`config.mk`:
```
export PLATFORM = sky130hd
export DESIGN_NAME = fts_ctrl
export DESIGN_NICKNAME = d
export VERILOG_FILES = /design/src/fts_pkg.sv /design/src/fts_ctrl.sv
export SDC_FILE = /design/constraint.sdc
export NUM_CORES = 1
export LEC_CHECK = 0
export BUFFER_PORTS_ARGS = -buffer_cell sky130_fd_sc_hd__buf_4
export CAP_MARGIN = 10
export CORE_ASPECT_RATIO = 0.8
export CORE_MARGIN = 2
export CORE_UTILIZATION = 35
export CTS_BUF_LIST = sky130_fd_sc_hd__clkbuf_16
export DETAILED_ROUTE_END_ITERATION = 12
export HOLD_SLACK_MARGIN = 0.05
export PLACE_DENSITY = 0.67
export SYNTH_ARGS = -nofsm -noshare
export SYNTH_HDL_FRONTEND = slang
export SYNTH_SLANG_ARGS = --single-unit
```
`constraint.sdc`:
```
create_clock -name clock -period 1.75 [get_ports clock]
set_input_delay 0.0875 -clock clock [delete_from_list [all_inputs] [get_ports clock]]
set_output_delay 0.0875 -clock clock [all_outputs]
set_load 0.1 [all_outputs]
```
`src/fts_pkg.sv`:
```
`timescale 1ns / 1ps
`default_nettype none

package fts_pkg;

   // queues of one chip
   localparam int NQ = 7;
   localparam logic [2:0] Q_RD  = 3'd0;
   localparam logic [2:0] Q_WR  = 3'd1;
   localparam logic [2:0] Q_MRD = 3'd2;
   localparam logic [2:0] Q_MWR = 3'd3;
   localparam logic [2:0] Q_GRD = 3'd4;
   localparam logic [2:0] Q_GWR = 3'd5;
   localparam logic [2:0] Q_ERS = 3'd6;

   // request functions
   localparam logic [1:0] FN_ENQ   = 2'd0;
   localparam logic [1:0] FN_CHIP  = 2'd1;
   localparam logic [1:0] FN_FLUSH = 2'd2;
   localparam logic [1:0] FN_GUARD = 2'd3;

   // operation kinds
   localparam logic [1:0] KD_READ  = 2'd0;
   localparam logic [1:0] KD_WRITE = 2'd1;
   localparam logic [1:0] KD_ERASE = 2'd2;

   // response status
   localparam logic [2:0] ST_ACC  = 3'd0;
   localparam logic [2:0] ST_REJ  = 3'd1;
   localparam logic [2:0] ST_FULL = 3'd2;
   localparam logic [2:0] ST_DISP = 3'd3;
   localparam logic [2:0] ST_NONE = 3'd4;

   // stored entry: die, plane, page, tag
   localparam int ENTRY_W = 28;

   typedef enum logic [4:0] {
      OP_NOP,
      OP_LOAD,
      OP_ENQ,
      OP_CHIP_INIT,
      OP_SEL,
      OP_CLS_NEXT,
      OP_SCAN_RD,
      OP_IDX_INC,
      OP_FOUND,
      OP_TAKE_RD,
      OP_TAKE_SEC,
      OP_EMIT,
      OP_MOVE_RD,
      OP_CNT_DEC,
      OP_MOVE_WR,
      OP_CHIP_DONE,
      OP_CHIP_NEXT,
      OP_FINISH
   } op_type;

   typedef struct packed {
      op_type op;
   } cmd_type;

   typedef struct packed {
      logic req_enq;
      logic event_ok;
      logic sel_ok;
      logic last_cls;
      logic scan_more;
      logic die_idle;
      logic take_more;
      logic sec_ok;
      logic match;
      logic mv_more;
      logic chip_more;
   } stat_type;

   typedef struct packed {
      logic [2:0]  status;
      logic [7:0]  tag;
      logic [2:0]  chip;
      logic [1:0]  die;
      logic [1:0]  plane;
      logic [15:0] page;
      logic [1:0]  kind;
   } rsp_type;

endpackage

`default_nettype wire

```
`src/fts_ctrl.sv`:
```
`timescale 1ns / 1ps
`default_nettype none

module fts_ctrl (
   input  wire logic             clock,
   input  wire logic             reset,
   input  wire logic             start,
   input  wire fts_pkg::stat_type st,
   output fts_pkg::cmd_type      cmd,
   output logic                  busy
);

   localparam logic [3:0] S_IDLE = 4'd0;
   localparam logic [3:0] S_ENQ  = 4'd1;
   localparam logic [3:0] S_EVT  = 4'd2;
   localparam logic [3:0] S_CLS  = 4'd3;
   localparam logic [3:0] S_SRD  = 4'd4;
   localparam logic [3:0] S_SCHK = 4'd5;
   localparam logic [3:0] S_TRD  = 4'd6;
   localparam logic [3:0] S_TCHK = 4'd7;
   localparam logic [3:0] S_MRD  = 4'd8;
   localparam logic [3:0] S_MWR  = 4'd9;
   localparam logic [3:0] S_CEND = 4'd10;
   localparam logic [3:0] S_FIN  = 4'd11;

   logic [3:0] state_ff, state_in;

   // sequencing of enqueue, queue selection, scan, take and compaction
   always_comb begin
      state_in = state_ff;
      cmd.op   = fts_pkg::OP_NOP;
      unique case (state_ff)
         S_IDLE: begin
            if (start) begin
               cmd.op   = fts_pkg::OP_LOAD;
               state_in = st.req_enq ? S_ENQ : S_EVT;
            end
         end
         S_ENQ: begin
            cmd.op   = fts_pkg::OP_ENQ;
            state_in = S_IDLE;
         end
         S_EVT: begin
            if (st.event_ok) begin
               cmd.op   = fts_pkg::OP_CHIP_INIT;
               state_in = S_CLS;
            end else begin
               state_in = S_FIN;
            end
         end
         S_CLS: begin
            if (st.sel_ok) begin
               cmd.op   = fts_pkg::OP_SEL;
               state_in = S_SRD;
            end else if (st.last_cls) begin
               state_in = S_CEND;
            end else begin
               cmd.op   = fts_pkg::OP_CLS_NEXT;
               state_in = S_CLS;
            end
         end
         S_SRD: begin
            if (st.scan_more) begin
               cmd.op   = fts_pkg::OP_SCAN_RD;
               state_in = S_SCHK;
            end else if (st.last_cls) begin
               state_in = S_CEND;
            end else begin
               cmd.op   = fts_pkg::OP_CLS_NEXT;
               state_in = S_CLS;
            end
         end
         S_SCHK: begin
            if (st.die_idle) begin
               cmd.op   = fts_pkg::OP_FOUND;
               state_in = S_TRD;
            end else begin
               cmd.op   = fts_pkg::OP_IDX_INC;
               state_in = S_SRD;
            end
         end
         S_TRD: begin
            if (st.take_more) begin
               cmd.op   = fts_pkg::OP_TAKE_RD;
               state_in = S_TCHK;
            end else if (st.sec_ok) begin
               cmd.op   = fts_pkg::OP_TAKE_SEC;
               state_in = S_TRD;
            end else begin
               cmd.op   = fts_pkg::OP_CHIP_DONE;
               state_in = S_FIN;
            end
         end
         S_TCHK: begin
            if (st.match) begin
               cmd.op   = fts_pkg::OP_EMIT;
               state_in = S_MRD;
            end else begin
               cmd.op   = fts_pkg::OP_IDX_INC;
               state_in = S_TRD;
            end
         end
         S_MRD: begin
            if (st.mv_more) begin
               cmd.op   = fts_pkg::OP_MOVE_RD;
               state_in = S_MWR;
            end else begin
               cmd.op   = fts_pkg::OP_CNT_DEC;
               state_in = S_TRD;
            end
         end
         S_MWR: begin
            cmd.op   = fts_pkg::OP_MOVE_WR;
            state_in = S_MRD;
         end
         S_CEND: begin
            cmd.op   = fts_pkg::OP_CHIP_NEXT;
            state_in = st.chip_more ? S_CLS : S_FIN;
         end
         S_FIN: begin
            cmd.op   = fts_pkg::OP_FINISH;
            state_in = S_IDLE;
         end
         default: begin
            state_in = S_IDLE;
         end
      endcase
   end

   always_ff @(posedge clock) begin
      if (reset) begin
         state_ff <= S_IDLE;
      end else begin
         state_ff <= state_in;
      end
   end

   assign busy = (state_ff != S_IDLE);

endmodule

`default_nettype wire

```
After elaboration in Yosys (flattened, before gate mapping)

Cells that the tools add are included.

Register bits after elaboration: 4
Input bits: 14
Output and inout port bits: 6
Word-level logic and storage cells: 39

Eq/ne operators: 12
Muxes and demuxes: 24
Reduce and logical (&&, ||, !) cells: 2

Operator list:

| kind                 | number |
|---|---|
| $pmux W5 S12         | 1 |
| $mux W4              | 12 |
| $pmux W4 S10         | 1 |
| $eq A4 B3 Y1 const B | 4 |
| $eq A4 B4 Y1 const B | 4 |
| $mux W3              | 4 |
| $eq A4 B2 Y1 const B | 2 |
| $mux W2              | 3 |
| $mux W5              | 1 |
| $eq A4 B1 Y1 const B | 1 |
| $logic_not A4 Y1     | 1 |
| $reduce_bool A4 Y1   | 1 |
| $mux W1              | 2 |
| $ne A2 B2 Y1 const B | 1 |

Longest topological paths before layout

Depth after elaboration: 3
Gate-level depth with buffers: 6
Mapped depth without buffers: 4

Least setup slack after synthesis

Ideal clock, no wire load.

Kind: reg2out
From: register state_ff[0]
To: output port cmd[3] (netlist name)
Arrival time: 2.942 ns
Required time: 1.662 ns
Slack: -1.280 ns
Cell stages (with the launch flop): 5
Buffers on the path: 2
Path through: dfxtp_1 > buf_6 > buf_2 > a21oi_1 > o31ai_1

RTL lines:

| element                | line            | text |
|---|---|---|
| start, declared        | fts_ctrl.sv:26  | `logic [3:0] state_ff, state_in;` |
| start signal, assigned | fts_ctrl.sv:134 | `state_ff <= state_in;` |
| end, declared          | fts_ctrl.sv:9   | `output fts_pkg::cmd_type cmd,` |

==> run_results.csv <==
group,metric,value,unit
sta,fin_ws,0.06988,ns
worst_setup_path,worstSetupPathType,"reg2out",
cts,clock_latency,0.22,ns
sta,worst_pin_slew,0.3461,ns
worst_setup_path,slowest_stage,"dfxtp_2",
worst_hold_path,worstHoldStart,"st[7]",
global_routing,grt_max_degree,20,
layout,fin_nets,124,
run_status,outcome,"finished, final reports clean",
floorplanning,ios,20,
cts,cts_hold_buf,0,
global_routing,use_met2,0.3333,
worst_setup_path,cp_data_required_time,1.66,ns
power_and_ir_drop,p_leak,0.3170,nW
global_routing,grt-busiest-layer,"met2",
floorplanning,die_h,40.59,microns
global_routing,met1_usage,0.2755,
drt,firstDrtPassIters,4,
sta,timing.final.crit_share,0.9601,
cts,cts_made_buffers,3,
cts,cts_tree,"yes",
global_routing,antenna_found_initial,0,
layout,synthToLayoutAreaGrowth,42.95,%
layout,top_register,"state_ff",
worst_setup_path,path_cells,"buf_4 > nor2_1 > nand2_1 > o31ai_2 > buf_4",
worst_setup_path,reg2reg_from,"state_ff[1]",
worst_hold_path,min_path_type,"in2reg",
cts,clkTransAtPathRegs,0.03,ns
sta,drv_slew,0,
sta,period_minus_slack,1.680,ns
sta,finalSetupTns,0,ns
layout,drive_gt1_frac,0.3211,
power_and_ir_drop,p_sw,254.0,uW
global_routing,grt_usage,0.2060,
logic_synthesis,synth_nets,104,
sta,skew,0.003978,ns
sta,rsz0062_at_grt,"no",
cts,cts.sinks,4,
worst_setup_path,cp_slowest_stage_delay,0.37,ns
sta,worst_slew_margin_rel,0.7677,
worst_setup_path,critPathLaunchType,"flop",
drt,vias,757,
worst_hold_path,min_to,"state_ff[3]",
layout,antenna_cells,0,
worst_setup_path,critPathCaptureType,"output port",
place,pre_cts_ws,0.1689,ns
global_routing,grt.overflow.total,0,
sta,max_freq,595.2,MHz
place,place_congestion,0.8963,
floorplanning,initial_utilization,0.3673,
run,maxCapViolations,0,
logic_synthesis,synth_cells,90,
power_and_ir_drop,netSwitchingFraction,0.3504,
floorplanning,design.die.area,2018,sq um
power_and_ir_drop,seq_power_share,0.164,
drt,drt_iter0_markers,32,
place,io_buffer_count,19,
worst_setup_path,crit_top_cell,"buf_4",
sta,whs,0.2218,ns
worst_setup_path,rrSetupSlack,0.26,ns
worst_hold_path,holdPathStages,3,
layout,largest_reg_flops,4,
cts,ctsRootBufferMaster,"clkbuf_16",
worst_setup_path,r2r_cells,5,
power_and_ir_drop,p_int,470.8,uW
global_routing,grt_pass1_vias,665,
drt,route.detailed.drc,0,
drt,routed_via_density,5.779,
floorplanning,die_w,49.73,microns
worst_setup_path,crit-reg2reg-capture,"state_ff[0]",
power_and_ir_drop,power.density,865.9,nW/um^2
layout,layout_common_cells,"buf_4, nor2_1, a31oi_1",
logic_synthesis,yosys_warnings,0,
logic_synthesis,syn_area,585.6,sq um
logic_synthesis,synth.avg_cell_area,6.506,sq um
place,hpwl,1.390,mm
global_routing,grtUsageMet3,0.06343,
power_and_ir_drop,p_comb_frac,0.348,
power_and_ir_drop,peakVddDrop,0.0005671,V
cts,clockBufferDepth,2,
cts,htreeDepth,1,
worst_setup_path,cp.arrival,1.59,ns
floorplanning,design.core.area,1594,sq um
power_and_ir_drop,clkPwrFrac,0.488,
sta,setup_viol,0,
layout,reg_top3,"state_ff x4",
global_routing,grt_first_pass_wirelength,3.132,mm
logic_synthesis,ys_seq_elements,4,
sta,hold_viol_final,0,
layout,final_common_cell,"buf_4",
power_and_ir_drop,power,724.8,uW
layout,postLayoutCoreUtil,0.5251,
logic_synthesis,ys_seq_area_frac,0.1368,
drt,routed_wl,1.864,mm
drt,avgRoutedWirePerCell,14.23,microns
drt,ant_nets,0,
logic_synthesis,ys_types,33,
worst_setup_path,path_max_fanout,9,
floorplanning,row_count,13,
[kinds of logic after synthesis]
logic type,Yosys count,share of synthesized area
and+or+nand+nor,43,0.3889
AOI/OAI and AO/OA,30,0.3226
buffers and inverters,10,0.1004
DFF,4,0.1368
muxes,2,0.03632
xor gates and xnor gates,1,0.01496
[cell type report]
class                   count  area (sq um)
fillers                   186         757.0
multi-input cells          76         461.7
repair buffers             20         157.7
flip-flops and latches      4         90.09
clock buffers               3         75.07
well taps                  22         27.53
inverters                   5         21.27
clock inverters             1         3.754
[synthesized netlist by cell type]
| master | number | area, sq um |
|---|---|---|
| o211ai_1 | 2 | 15.01 |
| inv_1 | 5 | 18.77 |
| mux2i_1 | 1 | 10.01 |
| a31oi_1 | 9 | 56.30 |
| a21o_1 | 1 | 7.510 |
| o32ai_1 | 2 | 17.52 |
| nor4_1 | 2 | 12.51 |
| buf_4 | 1 | 7.510 |
| a221oi_1 | 1 | 8.760 |
| dfxtp_1 | 4 | 80.08 |
| or3_1 | 1 | 6.260 |
| nor3_2 | 2 | 20.02 |
| o21ai_0 | 3 | 15.01 |
| nor2_1 | 9 | 33.78 |
| a41oi_1 | 1 | 8.760 |
| mux2_2 | 1 | 11.26 |
| buf_6 | 2 | 22.52 |
| nor3b_1 | 1 | 7.510 |
| xnor2_1 | 1 | 8.760 |
| o31ai_1 | 1 | 7.510 |
| nand4_1 | 2 | 12.51 |
| buf_2 | 2 | 10.01 |
| and3_1 | 1 | 6.260 |
| nand2_2 | 1 | 6.260 |
| o21bai_1 | 1 | 7.510 |
| nor2b_1 | 1 | 6.260 |
| o21ai_1 | 3 | 15.01 |
| nor3_1 | 7 | 35.03 |
| nand2_1 | 7 | 26.28 |
| a21oi_1 | 6 | 30.03 |
| or2b_1 | 1 | 7.510 |
| nand2b_1 | 6 | 37.54 |
| nand3_1 | 2 | 10.01 |
[power groups by stage]
stage	logic (mW)	clock network, mW	registers, mW
finish	0.252	0.354	0.119
global route	0.269	0.372	0.120
CTS	0.244	0.362	0.117
detailed placement	0.244	0	0.118
global placement	0.244	0	0.118
floorplan	0.197	0	0.103
[worst max path at each step]
stage	end	cells past startpoint	startpoint
after floorplan	cmd[1]	5	state_ff[0]
after global placement	cmd[0]	5	state_ff[0]
after detailed placement	cmd[0]	5	state_ff[0]
after CTS	cmd[0]	5	state_ff[0]
after global routing	cmd[2]	5	state_ff[1]
final	cmd[3]	5	state_ff[1]
[timing repair]
item | CTS | global route
setup endpoints to repair | 1 | 2
setup buffers | 0 | 0
gates resized for setup | 1 | 3
[metal layers]
layer	up-vias	routed length, microns
met3	2	153
met2	30	777
met1	348	925
li1	377	-
met4	0	8
met5	-	0
[worst max-delay path, delay by kind of cell, from the launching register on]
family                 cells  cell delay [ns]
AND/OR/NAND/NOR            2             0.41
flip-flops                 1             0.37
buffers and inverters      2             0.51
AO/OA/AOI/OAI              1             0.08
[stage by stage]
stage	instance area [sq um]	cells
final	837.1	131
after floorplan	614.3	90
after CTS	823.3	131
after global placement	742.0	127
after detailed placement	742.0	127
after global routing	837.1	131
(Power assumes the default switching activity.)
